File: src/design/alqd_pkg.sv
`timescale 1ns / 1ps
`default_nettype none

package alqd_pkg;

    // Widths fixed by the register map and the result fields
    localparam int STEP_W     = 16;
    localparam int COUNT_W    = 8;
    localparam int DEADBAND_W = 8;
    localparam int LEVEL_W    = 8;
    localparam int CFG_DATA_W = 16;
    localparam int CFG_IDX_W  = 2;

    // Register indexes on the configuration port
    localparam logic [CFG_IDX_W-1:0] REG_STEP_WIDTH   = 2'd0;
    localparam logic [CFG_IDX_W-1:0] REG_BUCKET_COUNT = 2'd1;
    localparam logic [CFG_IDX_W-1:0] REG_DEADBAND     = 2'd2;

    // Register reset values
    localparam logic [STEP_W-1:0]     STEP_WIDTH_RST   = 16'd64;
    localparam logic [COUNT_W-1:0]    BUCKET_COUNT_RST = 8'd16;
    localparam logic [DEADBAND_W-1:0] DEADBAND_RST     = 8'd8;

    // Commands from the controller to the datapath
    typedef struct packed {
        logic load;     // capture sample, evaluate deadband, start divider
        logic step;     // one restoring-division step
        logic finish;   // commit state and load result register
    } cmd_t;

endpackage

`default_nettype wire

File: src/design/alqd_ctrl.sv
`timescale 1ns / 1ps
`default_nettype none

module alqd_ctrl #(
    parameter int SAMPLE_BITS = 10
) (
    input  wire logic          clk,
    input  wire logic          rst_n,
    input  wire logic          sample_valid,
    output logic               sample_ready,
    output logic               result_valid,
    input  wire logic          result_ready,
    output alqd_pkg::cmd_t     cmd
);
    import alqd_pkg::*;

    localparam int CNT_W = $clog2(SAMPLE_BITS);
    localparam logic [CNT_W-1:0] CNT_LAST = CNT_W'(SAMPLE_BITS - 1);

    typedef enum logic [2:0] {
        ST_IDLE   = 3'b001,
        ST_DIV    = 3'b010,
        ST_FINISH = 3'b100
    } state_t;

    state_t            state_reg, state_next;
    logic [CNT_W-1:0]  cnt_reg, cnt_next;
    logic              result_valid_reg, result_valid_next;

    // Sequence one transaction: capture, divide bit by bit, commit
    always_comb
    begin
        state_next        = state_reg;
        cnt_next          = cnt_reg;
        result_valid_next = result_valid_reg;
        cmd               = '0;
        sample_ready      = 1'b0;

        // Drop the result once it has been taken
        if (result_valid_reg && result_ready)
        begin
            result_valid_next = 1'b0;
        end

        case (state_reg)
            ST_IDLE:
            begin
                sample_ready = 1'b1;
                if (sample_valid)
                begin
                    cmd.load   = 1'b1;
                    cnt_next   = '0;
                    state_next = ST_DIV;
                end
            end
            ST_DIV:
            begin
                cmd.step = 1'b1;
                cnt_next = cnt_reg + 1'b1;
                if (cnt_reg == CNT_LAST)
                begin
                    state_next = ST_FINISH;
                end
            end
            ST_FINISH:
            begin
                // Hold until the output register is free
                if (!result_valid_reg || result_ready)
                begin
                    cmd.finish        = 1'b1;
                    result_valid_next = 1'b1;
                    state_next        = ST_IDLE;
                end
            end
            default:
            begin
                state_next = ST_IDLE;
            end
        endcase
    end

    always_ff @(posedge clk or negedge rst_n)
    begin
        if (!rst_n)
        begin
            state_reg        <= ST_IDLE;
            cnt_reg          <= '0;
            result_valid_reg <= 1'b0;
        end
        else
        begin
            state_reg        <= state_next;
            cnt_reg          <= cnt_next;
            result_valid_reg <= result_valid_next;
        end
    end

    assign result_valid = result_valid_reg;

endmodule

`default_nettype wire

File: src/design/alqd_dp.sv
`timescale 1ns / 1ps
`default_nettype none

module alqd_dp #(
    parameter int SAMPLE_BITS = 10
) (
    input  wire logic                                 clk,
    input  wire logic                                 rst_n,
    input  wire logic                                 cfg_we,
    input  wire logic [alqd_pkg::CFG_IDX_W-1:0]       cfg_index,
    input  wire logic [alqd_pkg::CFG_DATA_W-1:0]      cfg_data,
    input  wire logic [SAMPLE_BITS-1:0]               sample,
    input  wire alqd_pkg::cmd_t                       cmd,
    output logic [alqd_pkg::LEVEL_W-1:0]              level,
    output logic                                      accepted
);
    import alqd_pkg::*;

    localparam int EXT_W = SAMPLE_BITS + 1;

    // Configuration registers
    logic [STEP_W-1:0]     step_width_reg;
    logic [COUNT_W-1:0]    bucket_count_reg;
    logic [DEADBAND_W-1:0] deadband_reg;

    // Kept state
    logic [SAMPLE_BITS-1:0] last_sample_reg, last_sample_next;
    logic [LEVEL_W-1:0]     last_level_reg, last_level_next;

    // Working registers
    logic [SAMPLE_BITS-1:0] sample_reg;
    logic                   change_reg;
    logic [STEP_W-1:0]      rem_reg, rem_next;
    logic [SAMPLE_BITS-1:0] quot_reg, quot_next;

    // Result register
    logic [LEVEL_W-1:0] level_reg;
    logic               accepted_reg;

    logic [EXT_W-1:0]  s_ext, last_ext, db_ext;
    logic              change_now;
    logic [STEP_W:0]   trial;
    logic              trial_ge;
    logic              take;

    // Write configuration; unknown indexes are ignored
    always_ff @(posedge clk or negedge rst_n)
    begin
        if (!rst_n)
        begin
            step_width_reg   <= STEP_WIDTH_RST;
            bucket_count_reg <= BUCKET_COUNT_RST;
            deadband_reg     <= DEADBAND_RST;
        end
        else if (cfg_we)
        begin
            case (cfg_index)
                REG_STEP_WIDTH:   step_width_reg   <= cfg_data[STEP_W-1:0];
                REG_BUCKET_COUNT: bucket_count_reg <= cfg_data[COUNT_W-1:0];
                REG_DEADBAND:     deadband_reg     <= cfg_data[DEADBAND_W-1:0];
                default:          ;
            endcase
        end
    end

    // Deadband check: outside [last - db, last + db], lower edge may go negative
    always_comb
    begin
        s_ext      = {1'b0, sample};
        last_ext   = {1'b0, last_sample_reg};
        db_ext     = EXT_W'(deadband_reg);
        change_now = ((s_ext + db_ext) < last_ext) || (s_ext > (last_ext + db_ext));
    end

    // Restoring division step: one quotient bit per cycle
    always_comb
    begin
        trial     = {rem_reg, quot_reg[SAMPLE_BITS-1]};
        trial_ge  = trial >= {1'b0, step_width_reg};
        rem_next  = trial_ge ? STEP_W'(trial - {1'b0, step_width_reg})
                             : trial[STEP_W-1:0];
        quot_next = {quot_reg[SAMPLE_BITS-2:0], trial_ge};
    end

    // Accept when the sample moved, the step is nonzero and the bucket fits
    always_comb
    begin
        take = change_reg && (step_width_reg != '0)
               && (quot_reg < SAMPLE_BITS'(bucket_count_reg));
        last_sample_next = take ? sample_reg : last_sample_reg;
        last_level_next  = take ? LEVEL_W'(quot_reg[LEVEL_W-1:0] + 1'b1) : last_level_reg;
    end

    // Capture and iterate
    always_ff @(posedge clk)
    begin
        if (cmd.load)
        begin
            sample_reg <= sample;
            change_reg <= change_now;
            rem_reg    <= '0;
            quot_reg   <= sample;
        end
        else if (cmd.step)
        begin
            rem_reg  <= rem_next;
            quot_reg <= quot_next;
        end
    end

    // Commit state
    always_ff @(posedge clk or negedge rst_n)
    begin
        if (!rst_n)
        begin
            last_sample_reg <= '0;
            last_level_reg  <= '0;
        end
        else if (cmd.finish)
        begin
            last_sample_reg <= last_sample_next;
            last_level_reg  <= last_level_next;
        end
    end

    // Load the result register
    always_ff @(posedge clk)
    begin
        if (cmd.finish)
        begin
            level_reg    <= last_level_next;
            accepted_reg <= take;
        end
    end

    assign level    = level_reg;
    assign accepted = accepted_reg;

endmodule

`default_nettype wire

File: src/design/adc_level_quantizer_deadband_core.sv
// A sample is captured in ST_IDLE, divided in ST_DIV and committed in ST_FINISH, which loads the result register.
// One sample is in flight at a time: the next is taken only back in ST_IDLE, after the
// restoring divider has resolved its quotient one bit per cycle.
// The result sits in an output register, so the next sample is taken while it waits.
// Reset (rst_n, asynchronous, active low): step 64, 16 buckets, deadband 8,
// last sample and level cleared to zero, no result pending.
`timescale 1ns / 1ps
`default_nettype none

module adc_level_quantizer_deadband_core #(
    parameter int SAMPLE_BITS = 10
) (
    input  wire logic                              clk,
    input  wire logic                              rst_n,
    input  wire logic                              cfg_we,
    input  wire logic [alqd_pkg::CFG_IDX_W-1:0]    cfg_index,
    input  wire logic [alqd_pkg::CFG_DATA_W-1:0]   cfg_data,
    input  wire logic                              sample_valid,
    output logic                                   sample_ready,
    input  wire logic [SAMPLE_BITS-1:0]            sample,
    output logic                                   result_valid,
    input  wire logic                              result_ready,
    output logic [alqd_pkg::LEVEL_W-1:0]           level,
    output logic                                   accepted
);
    import alqd_pkg::*;

    cmd_t cmd;

    alqd_ctrl #(
        .SAMPLE_BITS (SAMPLE_BITS)
    ) u_ctrl (
        .clk          (clk),
        .rst_n        (rst_n),
        .sample_valid (sample_valid),
        .sample_ready (sample_ready),
        .result_valid (result_valid),
        .result_ready (result_ready),
        .cmd          (cmd)
    );

    alqd_dp #(
        .SAMPLE_BITS (SAMPLE_BITS)
    ) u_dp (
        .clk       (clk),
        .rst_n     (rst_n),
        .cfg_we    (cfg_we),
        .cfg_index (cfg_index),
        .cfg_data  (cfg_data),
        .sample    (sample),
        .cmd       (cmd),
        .level     (level),
        .accepted  (accepted)
    );

endmodule

`default_nettype wire

File: config.mk
export PLATFORM = sky130hd
export DESIGN_NAME = adc_level_quantizer_deadband_core
export DESIGN_NICKNAME = d
export VERILOG_FILES = /design/src/design/alqd_pkg.sv /design/src/design/alqd_ctrl.sv /design/src/design/alqd_dp.sv /design/src/design/adc_level_quantizer_deadband_core.sv
export SDC_FILE = /design/constraint.sdc
export NUM_CORES = 1
export LEC_CHECK = 0
export BUFFER_PORTS_ARGS = -buffer_cell sky130_fd_sc_hd__buf_2
export CORE_ASPECT_RATIO = 0.8
export CORE_MARGIN = 3
export CORE_UTILIZATION = 28
export DETAILED_ROUTE_END_ITERATION = 6
export PLACE_DENSITY = 0.49
export SYNTH_ARGS = -nofsm -noshare
export SYNTH_HDL_FRONTEND = slang
export SYNTH_SLANG_ARGS = --single-unit
File: constraint.sdc
create_clock -name clk -period 9.9 [get_ports clk]
set_clock_uncertainty 0.05 [all_clocks]
set_input_delay 0 -clock clk [delete_from_list [all_inputs] [get_ports clk]]
set_output_delay 0 -clock clk [all_outputs]
set_load 0.02 [all_outputs]
==> results of run 1 <==
worst min-delay path: cells and delay by family:
family	cells	cell delay [ns]
buf+inv	2	0.31
compound gates	1	0.06
simple gates	2	0.13
worst paths after layout:
check	to	slack [ns]	depth (start not counted)
max reg2reg	u_dp.change_reg$_DFFE_PP_	6.35	13
min	u_dp.step_width_reg[6]$_DFFE_PN1P_	0.12	5
max	u_dp.change_reg$_DFFE_PP_	6.35	13
max in group asynchronous	u_dp.last_sample_reg[8]$_DFFE_PN0P_	8.97	3
min reg2reg	u_dp.last_sample_reg[4]$_DFFE_PN0P_	0.43	1
min in group asynchronous	u_dp.last_sample_reg[4]$_DFFE_PN0P_	0.29	3
report_power, final:
| part | switching [uW] | leakage [uW] | internal, uW |
|---|---|---|---|
| Sequential | 94.6 | 0.00114 | 556 |
| Combinational | 477 | 0.00204 | 372 |
| Clock | 170 | 0.000135 | 173 |
per-stage QoR:
| step | cell area [sq um] | hold slack [ns] | total power, uW |
|---|---|---|---|
| 2_1_floorplan | 6420 | -0.346 | 1300 |
| 3_3_place_gp | 6940 | 0.164 | 1500 |
| 3_5_place_dp | 6940 | 0.162 | 1500 |
| 4_1_cts | 7510 | 0.109 | 1860 |
| 5_1_grt | 7510 | 0.137 | 2010 |
| 6_report | 7510 | 0.116 | 1840 |
area by class of cell:
class / instances / area [sq um] / area share
multi-input cells: 465 / 3480 / 0.464
flip-flops and latches: 104 / 2680 / 0.356
repair buffers: 75 / 528 / 0.0703
well taps: 300 / 375 / 0.0500
clock buffers: 9 / 225 / 0.0300
inverters: 45 / 169 / 0.0225
clock inverters: 7 / 53.8 / 0.00716
Yosys cell counts, types with 10 or more instances:
master / n
nand2_1: 77
ha_1: 61
dfrtp_1: 54
inv_1: 45
o21ai_0: 45
mux2_2: 42
a21oi_1: 32
edfxtp_1: 30
nor2_1: 23
xnor2_1: 22
nand3_1: 19
dfxtp_1: 16
mux2i_1: 14
a21o_1: 13
clkbuf_1: 13
nand2b_1: 11
nor2b_1: 10
timing repair:
action | CTS | global route
endpoints found under the hold margin | 104 | 0
buffers inserted | 0 | 0
endpoints found under the setup margin | 0 | 0
hold buffers | 29 | 0
gates resized for setup | 0 | 0
cells by family (layout without fill, tap and decap cells):
family / Yosys count / in the layout / share of synthesized area
mux: 57 / 57 / 0.0978
simple gates: 172 / 172 / 0.128
xor+xnor: 30 / 30 / 0.0409
fa+ha+maj: 64 / 64 / 0.128
buf+inv: 64 / 136 / 0.0409
flops: 104 / 104 / 0.417
compound gates: 142 / 142 / 0.147
metal layers:
layer / wire, microns / GRT usage / vias to the layer above
met5: 0 / 0 / -
met4: 134 / 0.0264 / 0
met3: 490 / 0.0214 / 9
met2: 6080 / 0.174 / 71
met1: 8830 / 0.209 / 2205
li1: - / - / 2417
==> results.json, run 1 <==
{
  "layout-drive-gt1-share": 0.163,
  "p_per_area_nw_per_um2": 245,
  "synth_area_leaders": "dfrtp_1 21%, edfxtp_1 14%, ha_1 12%, mux2_2 7.4%, dfxtp_1 5.0%",
  "drt_pass1_iterations": 4,
  "die_w_microns": 175,
  "num_rows": 48,
  "cp.arrival_ns": 3.62,
  "drc": 0,
  "syn_area_per_cell_sq_um": 10.1,
  "cts_made_buffers": 9,
  "syn-cell-area_sq_um": 6420,
  "grt_setup_unrepaired": "false",
  "yosysTopAreaCell": "dfrtp_1",
  "tightest_slew_ns": 0.989,
  "antennaDiodeCount": 0,
  "synth-async-reset-ratio": 0.558,
  "synth_top_area_share": 0.210,
  "tns_ns": 0,
  "cts.sinks": 104,
  "max-slew-margin-rel": 0.340,
  "grt_pass1_vias": 4586,
  "syn_inst": 633,
  "crit_top_cell": "ha_1",
  "placed_cells": 960,
  "dr_total_vias": 4702,
  "n_fill_cell": 2283,
  "cts_tree": "yes",
  "port_buffers": 43,
  "ys_seq_elements": 104,
  "clock_latency_ns": 0.35,
  "mostFrequentLayoutCells": "77 x nand2_1, 61 x ha_1, 54 x dfrtp_1",
  "syn_nets": 730,
  "drtIter0Drc": 260,
  "layout_commonest_cell": "nand2_1",
  "status": "complete, no violations",
  "ctsHtreeMaxLevel": 3,
  "max_stage_delay_ns": 0.41,
  "fin_nets": 797,
  "synth.distinct_cells": 64,
  "grt_pass1_wl_microns": 25400,
  "path_clk_slew_ns": 0.07,
  "drv_cap": 0,
  "ioPinCount": 44,
  "wl_microns": 15500,
  "fin_util": 0.341,
  "hpwlAfterDp_microns": 11800,
  "crit_fanout": 3,
  "grt_antenna_before_repair": 0,
  "gr-total-overflow": 0,
  "pre_cts_slack_ns": 6.35,
  "clockBufferDepth": 2,
  "ys.warnings.count": 0,
  "path_buf_inv": 0,
  "area_growth_pct": 17.0,
  "min_from": "cfg_index[1]",
  "core_area_sq_um": 22000,
  "min_period_ns": 3.55,
  "gp_congestion": 0.838,
  "path_delay_family": "compound AO/OA/AOI/OAI gates",
  "final-hold-violation-count": 0,
  "wl_per_cell_microns": 15.5,
  "max-vdd-ir-drop_mv": 0.106,
  "grt_max_degree": 59,
  "final-max-slew-violation-count": 0,
  "setup_slack_ns": 6.35,
  "fmax_ghz": 0.282,
  "hold_path.class": "in2reg",
  "gr-usage-all-layers": 0.128,
  "crit_start": "u_dp.last_sample_reg[0]$_DFFE_PN0P_",
  "setup_viol": 0,
  "ys.flop_type": "dfrtp_1",
  "synth.yosys.seq_area_share": 0.417,
  "leakagePower_uw": 0.00332,
  "slowest_stage": "dfrtp_1",
  "die_area_sq_um": 24800,
  "detail-route-antenna-nets": 0,
  "crit_required_ns": 9.97,
  "cts-root-buf": "clkbuf_16",
  "dieHeight_microns": 141,
  "stdcell_count": 1005,
  "synth_edf_count": 30,
  "start_kind": "flip-flop",
  "worstPathCellList": "ha_1 -> fa_1 -> a21o_1 -> a21oi_1 -> nor2b_1 -> o21a_1 -> o41a_1 -> xnor2_1 -> ha_1 -> a2111oi_0 -> o221a_2 -> a311oi_1 -> a31o_2",
  "initial_utilization": 0.291,
  "finalCritPeriodShare": 0.359,
  "vias_per_cell": 4.68,
  "criticalPathCategory": "reg2reg",
  "reg2reg_from": "u_dp.last_sample_reg[0]$_DFFE_PN0P_",
  "worst_setup_path_end_kind": "flip-flop"
}
No activity file was read; power rests on OpenSTA's default activity.
==> run 2, diff against run 1 <==
==> constraint.sdc (replaced) <==
create_clock -name clk -period 3.6 [get_ports clk]
set_clock_uncertainty 0.05 [all_clocks]
set_input_delay 0 -clock clk [delete_from_list [all_inputs] [get_ports clk]]
set_output_delay 0 -clock clk [all_outputs]
set_load 0.02 [all_outputs]
==> run 2 against run 1 <==
Sequential share of layout area is 0.49 points lower. Total power rose to 2.8 times the previous value. Register-to-register slack got worse by 6.2 ns. Critical path depth unchanged. Count of clock-buffer cells in the layout is 2 higher. Clock power grew to 2.9 times the previous value. Combinational power rose to 2.8 times the previous value. Sequential cell count is the same. Final cell count increased by 0.80%. Non-clock buffer count increased by 8.
==> results.json, run 2 (same netlist as run 1, synthesis figures left out) <==
{
  "num_rows": 48,
  "post_cts_buffers": 0,
  "timing.rr.end": "u_dp.change_reg$_DFFE_PP_",
  "layout-drive-gt1-share": 0.175,
  "drc": 0,
  "dr_total_vias": 4716,
  "ioPinCount": 44,
  "ff2ff_path_depth": 13,
  "worstPathCellList": "ha_1 -> fa_1 -> a21o_1 -> a21oi_2 -> nor2b_1 -> o21a_1 -> o41a_1 -> xnor2_1 -> ha_1 -> a2111oi_4 -> o221a_2 -> a311oi_1 -> a31o_2",
  "fin_nets": 805,
  "r2r_slack_ns": 0.18,
  "cp.arrival_ns": 3.48,
  "start_kind": "flip-flop",
  "path_clk_slew_ns": 0.07,
  "p_per_area_nw_per_um2": 678,
  "area_growth_pct": 18.7,
  "cts-root-buf": "clkbuf_16",
  "path_buf_inv": 0,
  "grt_setup_unrepaired": "false",
  "mostFrequentLayoutCells": "77 x nand2_1, 61 x ha_1, 54 x dfrtp_1",
  "grt_antenna_before_repair": 0,
  "leakagePower_uw": 0.00338,
  "gr-total-overflow": 0,
  "final-hold-violation-count": 0,
  "criticalPathCategory": "reg2reg",
  "wl_per_cell_microns": 15.3,
  "layout_commonest_cell": "nand2_1",
  "max-slew-margin-rel": 0.261,
  "n_fill_cell": 2302,
  "dieHeight_microns": 141,
  "die_w_microns": 175,
  "design_area_sq_um": 7620,
  "max_stage_delay_ns": 0.40,
  "ctsHtreeMaxLevel": 3,
  "place_area_sq_um": 7000,
  "drv_cap": 0,
  "crit_required_ns": 3.66,
  "reg2reg_from": "u_dp.last_sample_reg[0]$_DFFE_PN0P_",
  "worst-path-stages": 13,
  "grt_pass1_wl_microns": 25100,
  "gp_congestion": 0.827,
  "crit_fanout": 3,
  "die_area_sq_um": 24800,
  "detail-route-antenna-nets": 0,
  "setup_viol": 0,
  "crit_end": "u_dp.change_reg$_DFFE_PP_",
  "vias_per_cell": 4.66,
  "clockBufferDepth": 2,
  "max-vdd-ir-drop_mv": 0.284,
  "crit_top_cell": "ha_1",
  "grt_max_degree": 38,
  "hold_path.class": "in2reg",
  "gr-usage-all-layers": 0.129,
  "clock_latency_ns": 0.36,
  "core_area_sq_um": 22000,
  "min_period_ns": 3.42,
  "crit_start": "u_dp.last_sample_reg[0]$_DFFE_PN0P_",
  "wl_microns": 15500,
  "tightest_slew_ns": 1.10,
  "multi_input_area_sq_um": 3510,
  "finalCritPeriodShare": 0.949,
  "drtIter0Drc": 202,
  "hold_ws_ns": 0.119,
  "grt_pass1_vias": 4632,
  "cts_tree": "yes",
  "hpwlAfterDp_microns": 11800,
  "seq_area_sq_um": 2680,
  "port_buffers": 43,
  "initial_utilization": 0.291,
  "status": "complete, no violations",
  "slowest_stage": "dfrtp_1",
  "cts.sinks": 104,
  "antennaDiodeCount": 0,
  "worst_setup_path_end_kind": "flip-flop",
  "final-max-slew-violation-count": 0,
  "drt_pass1_iterations": 4,
  "fmax_ghz": 0.293,
  "cts_made_buffers": 9,
  "path_delay_family": "compound AO/OA/AOI/OAI gates"
}
run 2: area by class of cell:
type                    count  area share
clock inverters             5     0.00624
well taps                 300      0.0493
multi-input cells         465       0.460
repair buffers             83      0.0772
inverters                  45      0.0222
flip-flops and latches    104       0.351
clock buffers              11      0.0333
run 2: power by group:
group,leakage (uW),internal (uW),switching [uW]
Clock,0.000145,526,475
Sequential,0.00114,1530,244
Combinational,0.00209,1060,1330
Total,0.00338,3120,2050
run 2: worst min path at each step:
stage / start / end / slack, ns / cells past startpoint
global placement: rst_n / u_dp.last_sample_reg[8]$_DFFE_PN0P_ / -0.01 / 1
floorplan: rst_n / u_ctrl.cnt_reg[0]$_DFFE_PN0P_ / -0.35 / 0
detailed placement: rst_n / u_dp.last_sample_reg[8]$_DFFE_PN0P_ / -0.01 / 1
CTS: cfg_index[1] / u_dp.step_width_reg[6]$_DFFE_PN1P_ / 0.11 / 5
global route: cfg_index[1] / u_dp.step_width_reg[3]$_DFFE_PN0P_ / 0.17 / 4
finish: cfg_index[1] / u_dp.step_width_reg[6]$_DFFE_PN1P_ / 0.12 / 5
run 2: metal layers:
layer  vias up  track usage  part of all wire
met5         -            0                 0
met4         0       0.0327            0.0097
met3        11       0.0246             0.025
met2        56        0.182              0.40
met1      2205        0.200              0.56
li1       2444            -                 -
run 2: worst register-to-register path: cells and delay by family (launching register included):
family	cells	cell delay (ns)
flops	1	0.40
fa+ha+maj	3	0.85
simple gates	1	0.06
xor+xnor	1	0.15
compound gates	8	1.68
run 2: metrics by stage:
step	power (uW)	util	setup TNS, ns	cells	worst slack (ns)
finish	5170	0.346	0	1013	0.183
CTS	5210	0.345	0	1013	0.0261
global placement	4160	0.318	0	968	0.0840
global route	5600	0.346	0	1013	0.0121
floorplan	3570	-	0	633	0.274
detailed placement	4150	0.318	-0.0181	968	-0.0181
run 2: timing repair:
action / 4_1_cts / 5_1_grt
hold buffers: 29 / 0
resized for setup: 1 / 3
setup endpoints to repair: 1 / 1
cloned: 0 / 0
hold endpoints to repair: 75 / 0
==> run 3, diff against run 2 <==
--- a/config.mk
+++ b/config.mk
@@ -5,6 +5,7 @@
 export SDC_FILE = /design/constraint.sdc
 export NUM_CORES = 1
 export LEC_CHECK = 0
+export ABC_AREA = 1
 export BUFFER_PORTS_ARGS = -buffer_cell sky130_fd_sc_hd__buf_2
 export CORE_ASPECT_RATIO = 0.8
 export CORE_MARGIN = 3
==> run 3 against run 2 <==
Synthesized cell count up 39%. Worst setup slack better by 0.50 ns. Final cell count is 25% higher. Final area increased by 4.7%. Critical path type unchanged.
==> results.json, run 3 <==
{
  "crit_required_ns": 3.67,
  "synth.yosys.seq_area_share": 0.390,
  "timing.rr.end": "u_dp.change_reg$_DFFE_PP_",
  "r2r_slack_ns": 0.68,
  "synth-async-reset-ratio": 0.558,
  "syn_nets": 976,
  "n_fill_cell": 2523,
  "worstPathCellList": "ha_1 -> fa_1 -> nand3_1 -> nand3_1 -> a21oi_1 -> o21ai_0 -> xor2_1 -> ha_1 -> nand2_1 -> nor2_1 -> nor2_1 -> nand2_1 -> nand3_1 -> nand2_1 -> nand2_1 -> nand3b_1 -> nand2_1",
  "status": "complete, no violations",
  "gr-usage-all-layers": 0.133,
  "grt_antenna_before_repair": 0,
  "tightest_slew_ns": 1.11,
  "vias_per_cell": 4.41,
  "fin_nets": 1050,
  "leakagePower_uw": 0.00400,
  "wl_per_cell_microns": 13.6,
  "yosysTopAreaCell": "dfrtp_1",
  "final-max-slew-violation-count": 0,
  "cp.arrival_ns": 2.99,
  "drtIter0Drc": 386,
  "grt_pass1_wl_microns": 28300,
  "wl_microns": 17200,
  "post_cts_buffers": 0,
  "syn-cell-area_sq_um": 6860,
  "path_delay_family": "adder cells",
  "cts-hold-fix-buffers": 29,
  "start_kind": "flip-flop",
  "cts-root-buf": "clkbuf_16",
  "grt_setup_unrepaired": "false",
  "grt_max_degree": 35,
  "crit_start": "u_dp.deadband_reg[0]$_DFFE_PN0P_",
  "path_clk_slew_ns": 0.07,
  "max-slew-margin-rel": 0.260,
  "criticalPathCategory": "reg2reg",
  "die_area_sq_um": 26400,
  "dieHeight_microns": 146,
  "ff2ff_path_depth": 17,
  "setup_viol": 0,
  "finalCritPeriodShare": 0.811,
  "max_stage_delay_ns": 0.41,
  "total_power_uw": 5780,
  "synth.distinct_cells": 46,
  "slowest_stage": "fa_1",
  "ys_seq_elements": 104,
  "yosysMostFrequentCell": "nand2_1",
  "hold_path.class": "in2async",
  "num_rows": 50,
  "drv_cap": 0,
  "path_buf_inv": 0,
  "p_per_area_nw_per_um2": 725,
  "crit_end": "u_dp.change_reg$_DFFE_PP_",
  "cts_tree": "yes",
  "dr_total_vias": 5597,
  "gp_congestion": 0.844,
  "ioPinCount": 44,
  "ys.flop_type": "dfrtp_1",
  "antennaDiodeCount": 0,
  "fmax_ghz": 0.343,
  "die_w_microns": 181,
  "hpwlAfterDp_microns": 13200,
  "worst_setup_path_end_kind": "flip-flop",
  "drc": 0,
  "mostFrequentLayoutCells": "261 x nand2_1, 141 x inv_1, 69 x nand3_1",
  "core_area_sq_um": 23700,
  "layout_commonest_cell": "nand2_1",
  "clockBufferDepth": 2,
  "min_period_ns": 2.92,
  "ys.warnings.count": 0,
  "crit_top_cell": "nand2_1",
  "synth_common_cells": "261 x nand2_1, 141 x inv_1, 69 x nand3_1",
  "area_growth_pct": 16.3,
  "synth_edf_count": 30,
  "syn_inst": 879,
  "cts.sinks": 104,
  "gr-total-overflow": 0,
  "synth_top_area_share": 0.197,
  "max-vdd-ir-drop_mv": 0.267,
  "cts_made_buffers": 9,
  "ctsHtreeMaxLevel": 3,
  "hold_ws_ns": 0.178,
  "port_buffers": 43,
  "clock_latency_ns": 0.36,
  "synth_area_leaders": "dfrtp_1 20%, nand2_1 14%, edfxtp_1 13%, ha_1 11%, inv_1 7.7%",
  "drt_pass1_iterations": 5,
  "crit_fanout": 4,
  "worst-path-stages": 17,
  "syn_area_per_cell_sq_um": 7.80,
  "reg2reg_from": "u_dp.deadband_reg[0]$_DFFE_PN0P_",
  "grt_pass1_vias": 5184,
  "detail-route-antenna-nets": 0,
  "cts_resized": 0,
  "layout-drive-gt1-share": 0.110,
  "tns_ns": 0,
  "final-hold-violation-count": 0,
  "initial_utilization": 0.289
}
[run 3: changes by cell type in the layout (fill, tap and decap cells not counted), moves of 10 or more]
cell,change
nand2_1,+184
inv_1,+96
nand3_1,+50
mux2_2,-42
mux2i_1,-14
o21ai_2,+14
xor2_1,+14
xnor2_1,-13
nor2_1,+12
a21o_1,-11
nand2b_1,-11
nor2b_1,-10
o21ai_0,-10
[run 3: layout make-up]
type	instances	area, sq um	share of cell area
Clock buffer	12	246	0.0309
Multi-Input combinational cell	615	3540	0.444
Inverter	145	544	0.0682
Sequential cell	104	2680	0.336
Tap cell	312	390	0.0489
Timing Repair Buffer	78	551	0.0690
Clock inverter	4	27.5	0.00345
[run 3: cells by family (layout without fill, tap and decap cells)]
family / count (synthesis) / after routing / synth area share
compound gates: 110 / 110 / 0.0939
simple gates: 410 / 410 / 0.263
fa+ha+maj: 64 / 64 / 0.120
xor+xnor: 31 / 31 / 0.0396
flops: 104 / 104 / 0.390
buf+inv: 160 / 239 / 0.0936
[run 3: how the worst min path moves through the flow]
stage | endpoint | slack (ns) | startpoint
2_1_floorplan | u_ctrl.cnt_reg[0]$_DFFE_PN0P_ | -0.35 | rst_n
3_3_place_gp | u_dp.last_level_reg[5]$_DFFE_PN0P_ | 0.05 | rst_n
3_5_place_dp | u_dp.last_level_reg[7]$_DFFE_PN0P_ | 0.05 | rst_n
4_1_cts | u_dp.last_sample_reg[7]$_DFFE_PN0P_ | 0.21 | rst_n
5_1_grt | u_dp.last_sample_reg[8]$_DFFE_PN0P_ | 0.26 | rst_n
6_report | u_dp.last_sample_reg[6]$_DFFE_PN0P_ | 0.18 | rst_n
[run 3: per-layer routing]
metal	global-route usage	vias up	part of all wire
met5	0	-	0
met3	0.0277	12	0.044
met2	0.175	101	0.37
met1	0.219	2499	0.57
li1	-	2985	-
met4	0.0285	0	0.0095
[run 3: power breakdown]
part | total [uW] | switching (uW) | leakage (uW) | internal [uW]
Sequential | 1940 | 300 | 0.00113 | 1640
Combinational | 2900 | 1800 | 0.00273 | 1100
Clock | 947 | 455 | 0.000137 | 492
Total | 5780 | 2560 | 0.00400 | 3230
[run 3: metrics by stage]
stage / worst slack (ns) / cell area (sq um) / utilization / instances
finish: 0.682 / 7980 / 0.336 / 1270
global route: 0.377 / 7980 / 0.336 / 1270
CTS: 0.692 / 7980 / 0.336 / 1270
detailed placement: 0.702 / 7410 / 0.313 / 1225
global placement: 0.788 / 7410 / 0.313 / 1225
floorplan: 0.969 / 6860 / - / 879
